File: config.mk
export PLATFORM = sky130hd
export DESIGN_NAME = tcmg_ctrl
export DESIGN_NICKNAME = d
export VERILOG_FILES = /design/src/rtl/core/tcmg_pkg.sv /design/src/rtl/core/tcmg_ctrl.sv
export SDC_FILE = /design/constraint.sdc
export NUM_CORES = 1
export LEC_CHECK = 0
export BUFFER_PORTS_ARGS = -buffer_cell sky130_fd_sc_hd__buf_2
export CORE_MARGIN = 2
export CORE_UTILIZATION = 52
export CTS_BUF_LIST = sky130_fd_sc_hd__clkbuf_16
export DETAILED_ROUTE_END_ITERATION = 16
export PLACE_DENSITY = 0.8
export SLEW_MARGIN = 20
export SYNTH_ARGS = -nofsm -noshare
export SYNTH_HDL_FRONTEND = slang
export SYNTH_SLANG_ARGS = --single-unit
File: constraint.sdc
create_clock -name i_clk -period 2.5 [get_ports i_clk]
set_input_delay 0.375 -clock i_clk [delete_from_list [all_inputs] [get_ports i_clk]]
set_output_delay 0.375 -clock i_clk [all_outputs]
set_load 0.01 [all_outputs]
File: src/rtl/core/tcmg_pkg.sv
`timescale 1ns / 1ps
// ----------------------------------------------------------------------------
// tcmg_pkg
// Shared types, command codes and constant tables of the cone mesh generator.
// ----------------------------------------------------------------------------
package tcmg_pkg;

    // Datapath operations issued by the controller.
    typedef enum logic [3:0] {
        OP_NONE    = 4'd0,
        OP_LOAD    = 4'd1,
        OP_POS     = 4'd2,
        OP_CROSS   = 4'd3,
        OP_ABS     = 4'd4,
        OP_SHIFT   = 4'd5,
        OP_SQ      = 4'd6,
        OP_SQRT    = 4'd7,
        OP_DIVINIT = 4'd8,
        OP_DIV     = 4'd9,
        OP_ZERO    = 4'd10,
        OP_EMIT    = 4'd11
    } t_op;

    // Normal source for an emitted vertex.
    typedef enum logic [1:0] {
        NSEL_SIDE = 2'd0,
        NSEL_DOWN = 2'd1,
        NSEL_UP   = 2'd2
    } t_nsel;

    typedef struct packed {
        t_op         op;
        logic [4:0]  step;
        logic [3:0]  seg_n;
        logic [3:0]  ang;
        logic        rad_top;
        logic        center;
        t_nsel       nsel;
        logic [3:0]  u_idx;
        logic        tex_v;
        logic [5:0]  vnum;
        logic        last;
    } t_cmd;

    typedef struct packed {
        logic out_free;
        logic zero;
    } t_stat;

    localparam logic signed [15:0] ONE_Q14 = 16'sd16384;
    localparam int TAB_ROWS = 8;
    localparam int TAB_MAX  = 10;
    localparam logic [3:0] MIN_SEGMENTS = 4'd3;

    localparam logic signed [15:0] COS_TAB [TAB_ROWS][TAB_MAX] = '{
        '{16384, -8192, -8192, 0, 0, 0, 0, 0, 0, 0},
        '{16384, 0, -16384, 0, 0, 0, 0, 0, 0, 0},
        '{16384, 5063, -13255, -13255, 5063, 0, 0, 0, 0, 0},
        '{16384, 8192, -8192, -16384, -8192, 8192, 0, 0, 0, 0},
        '{16384, 10215, -3646, -14761, -14761, -3646, 10215, 0, 0, 0},
        '{16384, 11585, 0, -11585, -16384, -11585, 0, 11585, 0, 0},
        '{16384, 12551, 2845, -8192, -15396, -15396, -8192, 2845, 12551, 0},
        '{16384, 13255, 5063, -5063, -13255, -16384, -13255, -5063, 5063, 13255}
    };

    localparam logic signed [15:0] SIN_TAB [TAB_ROWS][TAB_MAX] = '{
        '{0, 14189, -14189, 0, 0, 0, 0, 0, 0, 0},
        '{0, 16384, 0, -16384, 0, 0, 0, 0, 0, 0},
        '{0, 15582, 9630, -9630, -15582, 0, 0, 0, 0, 0},
        '{0, 14189, 14189, 0, -14189, -14189, 0, 0, 0, 0},
        '{0, 12810, 15973, 7109, -7109, -15973, -12810, 0, 0, 0},
        '{0, 11585, 16384, 11585, 0, -11585, -16384, -11585, 0, 0},
        '{0, 10531, 16135, 14189, 5604, -5604, -14189, -16135, -10531, 0},
        '{0, 9630, 15582, 15582, 9630, 0, -9630, -15582, -15582, -9630}
    };

    // Rounded segment fractions in Q1.14, one row per segment count.
    localparam logic [14:0] TEXU_TAB [TAB_ROWS][TAB_MAX+1] = '{
        '{0, 5461, 10923, 16384, 0, 0, 0, 0, 0, 0, 0},
        '{0, 4096, 8192, 12288, 16384, 0, 0, 0, 0, 0, 0},
        '{0, 3277, 6554, 9830, 13107, 16384, 0, 0, 0, 0, 0},
        '{0, 2731, 5461, 8192, 10923, 13653, 16384, 0, 0, 0, 0},
        '{0, 2341, 4681, 7022, 9362, 11703, 14043, 16384, 0, 0, 0},
        '{0, 2048, 4096, 6144, 8192, 10240, 12288, 14336, 16384, 0, 0},
        '{0, 1820, 3641, 5461, 7282, 9102, 10923, 12743, 14564, 16384, 0},
        '{0, 1638, 3277, 4915, 6554, 8192, 9830, 11469, 13107, 14746, 16384}
    };

endpackage

File: src/rtl/core/tcmg_ctrl.sv
`timescale 1ns / 1ps
// ----------------------------------------------------------------------------
// tcmg_ctrl
// Sequencer: holds the segment count, walks segments, normal steps and the
// vertex run, and issues one datapath command per cycle.
// ----------------------------------------------------------------------------
module tcmg_ctrl #(
    parameter int MAX_SEGMENTS = 8
) (
    input  logic             i_clk,
    input  logic             i_rst_n,
    input  logic             i_in_valid,
    output logic             o_in_ready,
    input  logic             i_cfg_valid,
    output logic             o_cfg_ready,
    input  logic [3:0]       i_cfg_data,
    input  tcmg_pkg::t_stat  i_stat,
    output tcmg_pkg::t_cmd   o_cmd
);

    localparam logic [3:0] MAX_N = 4'(MAX_SEGMENTS);

    typedef enum logic [7:0] {
        ST_IDLE  = 8'b0000_0001,
        ST_POS   = 8'b0000_0010,
        ST_CROSS = 8'b0000_0100,
        ST_NORM  = 8'b0000_1000,
        ST_SQ    = 8'b0001_0000,
        ST_SQRT  = 8'b0010_0000,
        ST_DIV   = 8'b0100_0000,
        ST_EMIT  = 8'b1000_0000
    } t_state;

    t_state     r_state, n_state;
    logic [3:0] r_cfg;
    logic [3:0] r_n, n_n;
    logic [3:0] r_seg, n_seg;
    logic [4:0] r_step, n_step;
    logic [5:0] r_vnum, n_vnum;
    logic       r_cap, n_cap;

    logic [3:0] seg_next, seg_j, n_clamped;
    logic [4:0] n5, cap_last;

    assign o_cfg_ready = 1'b1;
    assign o_in_ready  = (r_state == ST_IDLE);

    always_comb begin
        if (r_cfg < tcmg_pkg::MIN_SEGMENTS) begin
            n_clamped = tcmg_pkg::MIN_SEGMENTS;
        end else if (r_cfg > MAX_N) begin
            n_clamped = MAX_N;
        end else begin
            n_clamped = r_cfg;
        end
    end

    assign seg_next = r_seg + 4'd1;
    assign seg_j    = (seg_next == r_n) ? 4'd0 : seg_next;
    assign n5       = {1'b0, r_n};
    assign cap_last = {r_n, 1'b1};

    always_comb begin
        n_state = r_state;
        n_n     = r_n;
        n_seg   = r_seg;
        n_step  = r_step;
        n_vnum  = r_vnum;
        n_cap   = r_cap;
        o_cmd   = '0;
        o_cmd.op    = tcmg_pkg::OP_NONE;
        o_cmd.step  = r_step;
        o_cmd.seg_n = r_n;
        o_cmd.vnum  = r_vnum;
        o_cmd.nsel  = tcmg_pkg::NSEL_SIDE;
        unique case (r_state)
            ST_IDLE: begin
                if (i_in_valid) begin
                    o_cmd.op = tcmg_pkg::OP_LOAD;
                    n_n      = n_clamped;
                    n_seg    = 4'd0;
                    n_step   = 5'd0;
                    n_vnum   = 6'd0;
                    n_cap    = 1'b0;
                    n_state  = ST_POS;
                end
            end
            ST_POS: begin
                o_cmd.op      = tcmg_pkg::OP_POS;
                o_cmd.ang     = (r_step == 5'd1) ? seg_j : r_seg;
                o_cmd.rad_top = (r_step == 5'd2);
                if (r_step == 5'd2) begin
                    n_step  = 5'd0;
                    n_state = ST_CROSS;
                end else begin
                    n_step = r_step + 5'd1;
                end
            end
            ST_CROSS: begin
                o_cmd.op = tcmg_pkg::OP_CROSS;
                if (r_step == 5'd3) begin
                    n_step  = 5'd0;
                    n_state = ST_NORM;
                end else begin
                    n_step = r_step + 5'd1;
                end
            end
            ST_NORM: begin
                if (r_step == 5'd0) begin
                    o_cmd.op = tcmg_pkg::OP_ABS;
                    n_step   = 5'd1;
                end else if (r_step == 5'd1 && i_stat.zero) begin
                    // A degenerate face skips straight to its vertices.
                    o_cmd.op = tcmg_pkg::OP_ZERO;
                    n_step   = 5'd0;
                    n_state  = ST_EMIT;
                end else begin
                    o_cmd.op = tcmg_pkg::OP_SHIFT;
                    if (r_step == 5'd6) begin
                        n_step  = 5'd0;
                        n_state = ST_SQ;
                    end else begin
                        n_step = r_step + 5'd1;
                    end
                end
            end
            ST_SQ: begin
                o_cmd.op = tcmg_pkg::OP_SQ;
                if (r_step == 5'd2) begin
                    n_step  = 5'd0;
                    n_state = ST_SQRT;
                end else begin
                    n_step = r_step + 5'd1;
                end
            end
            ST_SQRT: begin
                o_cmd.op = tcmg_pkg::OP_SQRT;
                if (r_step == 5'd31) begin
                    n_step  = 5'd0;
                    n_state = ST_DIV;
                end else begin
                    n_step = r_step + 5'd1;
                end
            end
            ST_DIV: begin
                o_cmd.op = (r_step == 5'd0) ? tcmg_pkg::OP_DIVINIT : tcmg_pkg::OP_DIV;
                if (r_step == 5'd15) begin
                    n_step  = 5'd0;
                    n_state = ST_EMIT;
                end else begin
                    n_step = r_step + 5'd1;
                end
            end
            ST_EMIT: begin
                o_cmd.op = tcmg_pkg::OP_EMIT;
                if (!r_cap) begin
                    // Side quad: bottom i, bottom i+1, top i, top i+1.
                    o_cmd.ang     = r_step[0] ? seg_j : r_seg;
                    o_cmd.rad_top = r_step[1];
                    o_cmd.tex_v   = r_step[1];
                    o_cmd.u_idx   = r_step[0] ? seg_next : r_seg;
                    o_cmd.nsel    = tcmg_pkg::NSEL_SIDE;
                end else if (r_step <= n5) begin
                    o_cmd.center  = (r_step == 5'd0);
                    o_cmd.ang     = (r_step == 5'd0) ? 4'd0 : 4'(r_step - 5'd1);
                    o_cmd.nsel    = tcmg_pkg::NSEL_DOWN;
                end else begin
                    o_cmd.center  = (r_step == n5 + 5'd1);
                    o_cmd.ang     = (r_step == n5 + 5'd1) ? 4'd0 : 4'(r_step - n5 - 5'd2);
                    o_cmd.rad_top = 1'b1;
                    o_cmd.nsel    = tcmg_pkg::NSEL_UP;
                end
                o_cmd.last = r_cap && (r_step == cap_last);
                if (i_stat.out_free) begin
                    n_vnum = r_vnum + 6'd1;
                    n_step = r_step + 5'd1;
                    if (!r_cap && r_step == 5'd3) begin
                        n_step = 5'd0;
                        if (seg_next == r_n) begin
                            n_cap = 1'b1;
                        end else begin
                            n_seg   = seg_next;
                            n_state = ST_POS;
                        end
                    end else if (r_cap && r_step == cap_last) begin
                        n_state = ST_IDLE;
                    end
                end
            end
            default: begin
                n_state = ST_IDLE;
            end
        endcase
    end

    always_ff @(posedge i_clk) begin
        if (!i_rst_n) begin
            r_state <= ST_IDLE;
            r_cfg   <= 4'd8;
            r_n     <= 4'd8;
            r_seg   <= 4'd0;
            r_step  <= 5'd0;
            r_vnum  <= 6'd0;
            r_cap   <= 1'b0;
        end else begin
            r_state <= n_state;
            r_n     <= n_n;
            r_seg   <= n_seg;
            r_step  <= n_step;
            r_vnum  <= n_vnum;
            r_cap   <= n_cap;
            if (i_cfg_valid) begin
                r_cfg <= i_cfg_data;
            end
        end
    end

endmodule

==> Flow_metrics.wiki <==
{| class="wikitable"
! Metric !! Value
|-
| Area of placed instances || 3415 um^2
|-
| Run status || finished with violations
|-
| Data arrival, critical path || 2.32 ns
|-
| Path type of the worst min-delay path || input pin to flip-flop
|-
| Buf/Inv on CP || 2
|-
| Synthesized instance count || ~360
|-
| Internal Power || 1.465 mW
|-
| Post-detailed-route via-to-cell ratio || 6.116
|-
| Cell taking the most area after synthesis || dfxtp_1
|-
| Async SR Flop Fraction || 0
|-
| Drt initial violations || 263
|-
| Antenna violations before repair || 0
|-
| Global-route wire length before repair || around 14 mm
|-
| Number of vias in the routed layout || between 3,000 and 4,000
|-
| Predominant post-synthesis flop cell || dfxtp_1
|-
| Most numerous cell in the Yosys netlist || nor2_1
|-
| Vias in the first global route || 2,959
|-
| Worst skew pair latency || approximately 0.28 ns
|-
| Leak || about 1.8 nW
|-
| Most instantiated cells after synthesis || nor2_1 (40), dfxtp_1 (32), nand2_1 (25), nor3_1 (20), xnor2_1 (19)
|-
| Crit-path max FO || 7
|-
| RSZ-0062 raised after global routing || true
|-
| TritonCTS Buffers || 5
|-
| Maximum number of pins on one net before global-route repair || 20
|-
| Initial Util || 0.5431
|-
| Cell count after placement || 503
|-
| Detailed Place HPWL || 6.558 mm
|-
| Number of distinct standard cells referenced by the synthesized netlist || 74
|-
| Critical-path top delay cell || or4_4
|-
| Depth of the CTS H-tree || 2
|-
| Setup slack, reg-to-reg || 0.04 ns
|-
| # clock sinks || 32
|-
| TritonCTS clock tree || done
|-
| DRT Wirelength || 9.573 mm
|-
| Sequential cell fraction of total power || 0.254
|-
| CTS hold repair buffers || 0
|-
| Antenna viol nets, final || 0
|-
| Clock network power share || 0.238
|-
| CP max stage delay || 0.54 ns
|-
| Power share of the combinational group || 0.508
|-
| Sw power || 938.1 uW
|-
| Net count after synthesis || 388
|-
| DIE HEIGHT || between 70 and 80 um
|-
| Share of post-route cells with drive strength above 1 || 0.4748
|-
| Fraction of the cycle the final worst path needs || 1.078
|-
| Minimum clock period after layout || 2.696 ns
|-
| Switching portion of total power || 0.3904
|-
| Placer's final routability congestion estimate || roughly 1
|-
| Master cell of the clock root buffer || clkbuf_16
|-
| Average instance area after synthesis || 7.824 um^2
|-
| Violated checks || negative setup slack
|-
| Number of search-and-repair iterations in the first detailed-routing pass || 6
|-
| Number of enable-type register cells in the synthesized netlist || 0
|-
| Pin slew with the least headroom to its limit || 0.7707 ns
|-
| Maximum ir drop on the vdd rail || 0.0007060 V
|-
| Mapped Area || 2809 um^2
|-
| Post-Layout Inst Area || ~4100 um^2
|-
| Post-Layout Cell Count || 527
|-
| Die area || around 6000 um^2
|-
| Horizontal die dimension || 77.50 um
|-
| Cells taking the most area after synthesis || dfxtp_1 (23%), ha_1 (8.0%), xnor2_1 (5.9%)
|-
| Critical path startpoint category || flip-flop
|-
| Worst setup path class || flip-flop to output port
|-
| Number of pins exceeding their max-slew limit in the final report || 0
|-
| Number of hold-slack violations in the final timing report || 0
|-
| Congestion Overflow GR || 0
|-
| Seq/Total Area, Yosys || 0.2281
|-
| Power density over the cells || roughly 600 nW/um^2
|-
| Family with the most delay on the worst path || simple AND/OR/NAND/NOR gates
|-
| DR DRC count || 0
|-
| Setup violators final || 6
|-
| Relative slew slack || 0.4855
|-
| Critical Path Most Common Cell || xnor2_2
|-
| Tot GR Track Use || 0.2999
|-
| Register clock-pin slew on the reported worst setup and hold paths || 0.05 ns
|-
| Signed area change from the synthesized netlist to the final layout || 44.50%
|-
| Max Cap Viol || 0
|-
| CP Cell Sequence || xnor2_2, xnor2_2, a21boi_0, or4_4, o21ai_2, buf_6, o32ai_2, buf_2
|-
| Worst path setup slack after routing || -0.1961 ns
|-
| # diodes || 0
|-
| Setup skew after layout || slightly below 0.005 ns
|-
| Max frequency || 370.9 MHz
|-
| Fill cell total of the finished layout || 332
|-
| Number of synthesized register bits || 32
|-
| Placement row count || 26
|-
| Overall power after layout || 2.403 mW
|-
| Setup TNS Final || -0.9124 ns
|-
| Endpoint type of the worst setup path || output port
|-
| Final cell utilization of the core || 0.7847
|-
| Area inside the core boundary || 5172 um^2
|-
| Number of nets in the finished design || between 400 and 500
|-
| I/O pin total || 45
|-
| Clock tree buffer depth || 2
|-
| Buffers added on ports || 43
|-
| Post-DR wirelength/cell || 18.17 um
|-
| Synthesis warning total || 0
|-
| Top cell type's share of synthesized area || 0.2281
|-
| Required time of the critical path || roughly 2.1 ns
|}
[cell type report]
| type | count | area [um^2] | area share |
|---|---|---|---|
| multi-input combinational | 289 | 2350 | 0.5789 |
| timing repair buffer | 112 | 754.5 | 0.1859 |
| sequential | 32 | 665.6 | 0.1640 |
| clock buffer | 5 | 125.1 | 0.03083 |
| tap | 70 | 87.58 | 0.02158 |
| inverter | 16 | 62.56 | 0.01541 |
| clock inverter | 3 | 13.76 | 0.003391 |
[layer usage]
layer / global-route usage / up-vias / routed length, um
met3: 0.06977 / 41 / 744
li1: - / 1489 / -
met4: 0.1214 / 0 / 315
met1: 0.3623 / 1516 / 3810
met5: 0 / - / 0
met2: 0.5122 / 177 / 4702
[state kept, by name (all words and copies together) (netlist names)]
register / flops
r_cap: 1
r_cfg: 4
r_n: 4
r_seg: 4
r_state: 8
r_step: 5
r_vnum: 6
[worst min-delay path: stages]
cell and delay (ns):
buf_2 0.08, mux2i_1 0.06, nand2_1 0.06
[per-stage QoR]
stage	hold WS, ns	setup slack (ns)
6_report	0.3275	-0.1961
5_1_grt	0.3419	-0.2817
4_1_cts	0.3333	-0.2069
3_5_place_dp	0.4926	-0.02192
3_3_place_gp	0.4803	-0.003606
2_1_floorplan	0.4611	-0.01054
[placed cells by master, fill, tap and decap left out, drive strengths merged, types with 5 or more instances in the layout]
cell      n
or4       5
clkbuf    5
a211oi    6
xnor2    19
or4b      5
inv      15
dfxtp    32
and2      6
o21ai    12
nor4      5
mux2i     7
or2      10
buf     112
ha       18
nand4     5
a21oi    15
nor2     40
nand2    25
xor2      9
o22ai     5
nor3     22
nand3    15
[worst paths after layout]
check	cells past startpoint	to	start
min reg2reg	2	r_cfg[0]	r_cfg[0]
min	3	r_cfg[3]	i_cfg_data[3]
max	8	o_cmd[19]	r_step[3]
max reg2reg	8	r_state[5]	r_step[2]
[power by group through the flow]
stage | Clock [mW] | Sequential [mW] | Combinational (mW)
detailed placement | 0 | 0.607 | 0.983
global placement | 0 | 0.607 | 0.977
floorplan | 0 | 0.593 | 0.647
finish | 0.571 | 0.609 | 1.22
global route | 0.605 | 0.614 | 1.30
CTS | 0.573 | 0.601 | 1.07
[logic make-up (layout without fill, tap and decap cells)]
| family | Yosys count | after routing | synth area share |
|---|---|---|---|
| XOR/XNOR | 28 | 28 | 0.08731 |
| flip-flops | 32 | 32 | 0.2281 |
| adder cells (fa/ha/maj) | 19 | 19 | 0.08731 |
| AND/OR/NAND/NOR | 160 | 160 | 0.3154 |
| AO/OA/AOI/OAI | 74 | 74 | 0.1911 |
| multiplexers | 7 | 7 | 0.02495 |
| buffers and inverters | 38 | 136 | 0.06458 |
| other | 1 | 1 | 0.001335 |
[timing repair]
action,CTS,global route
buffers inserted,8,8
endpoints found under the setup margin,14,23
gates cloned,0,0
gates resized for setup,37,52
pin swaps,12,16
Note: power is estimated with default switching activity, not from simulation.
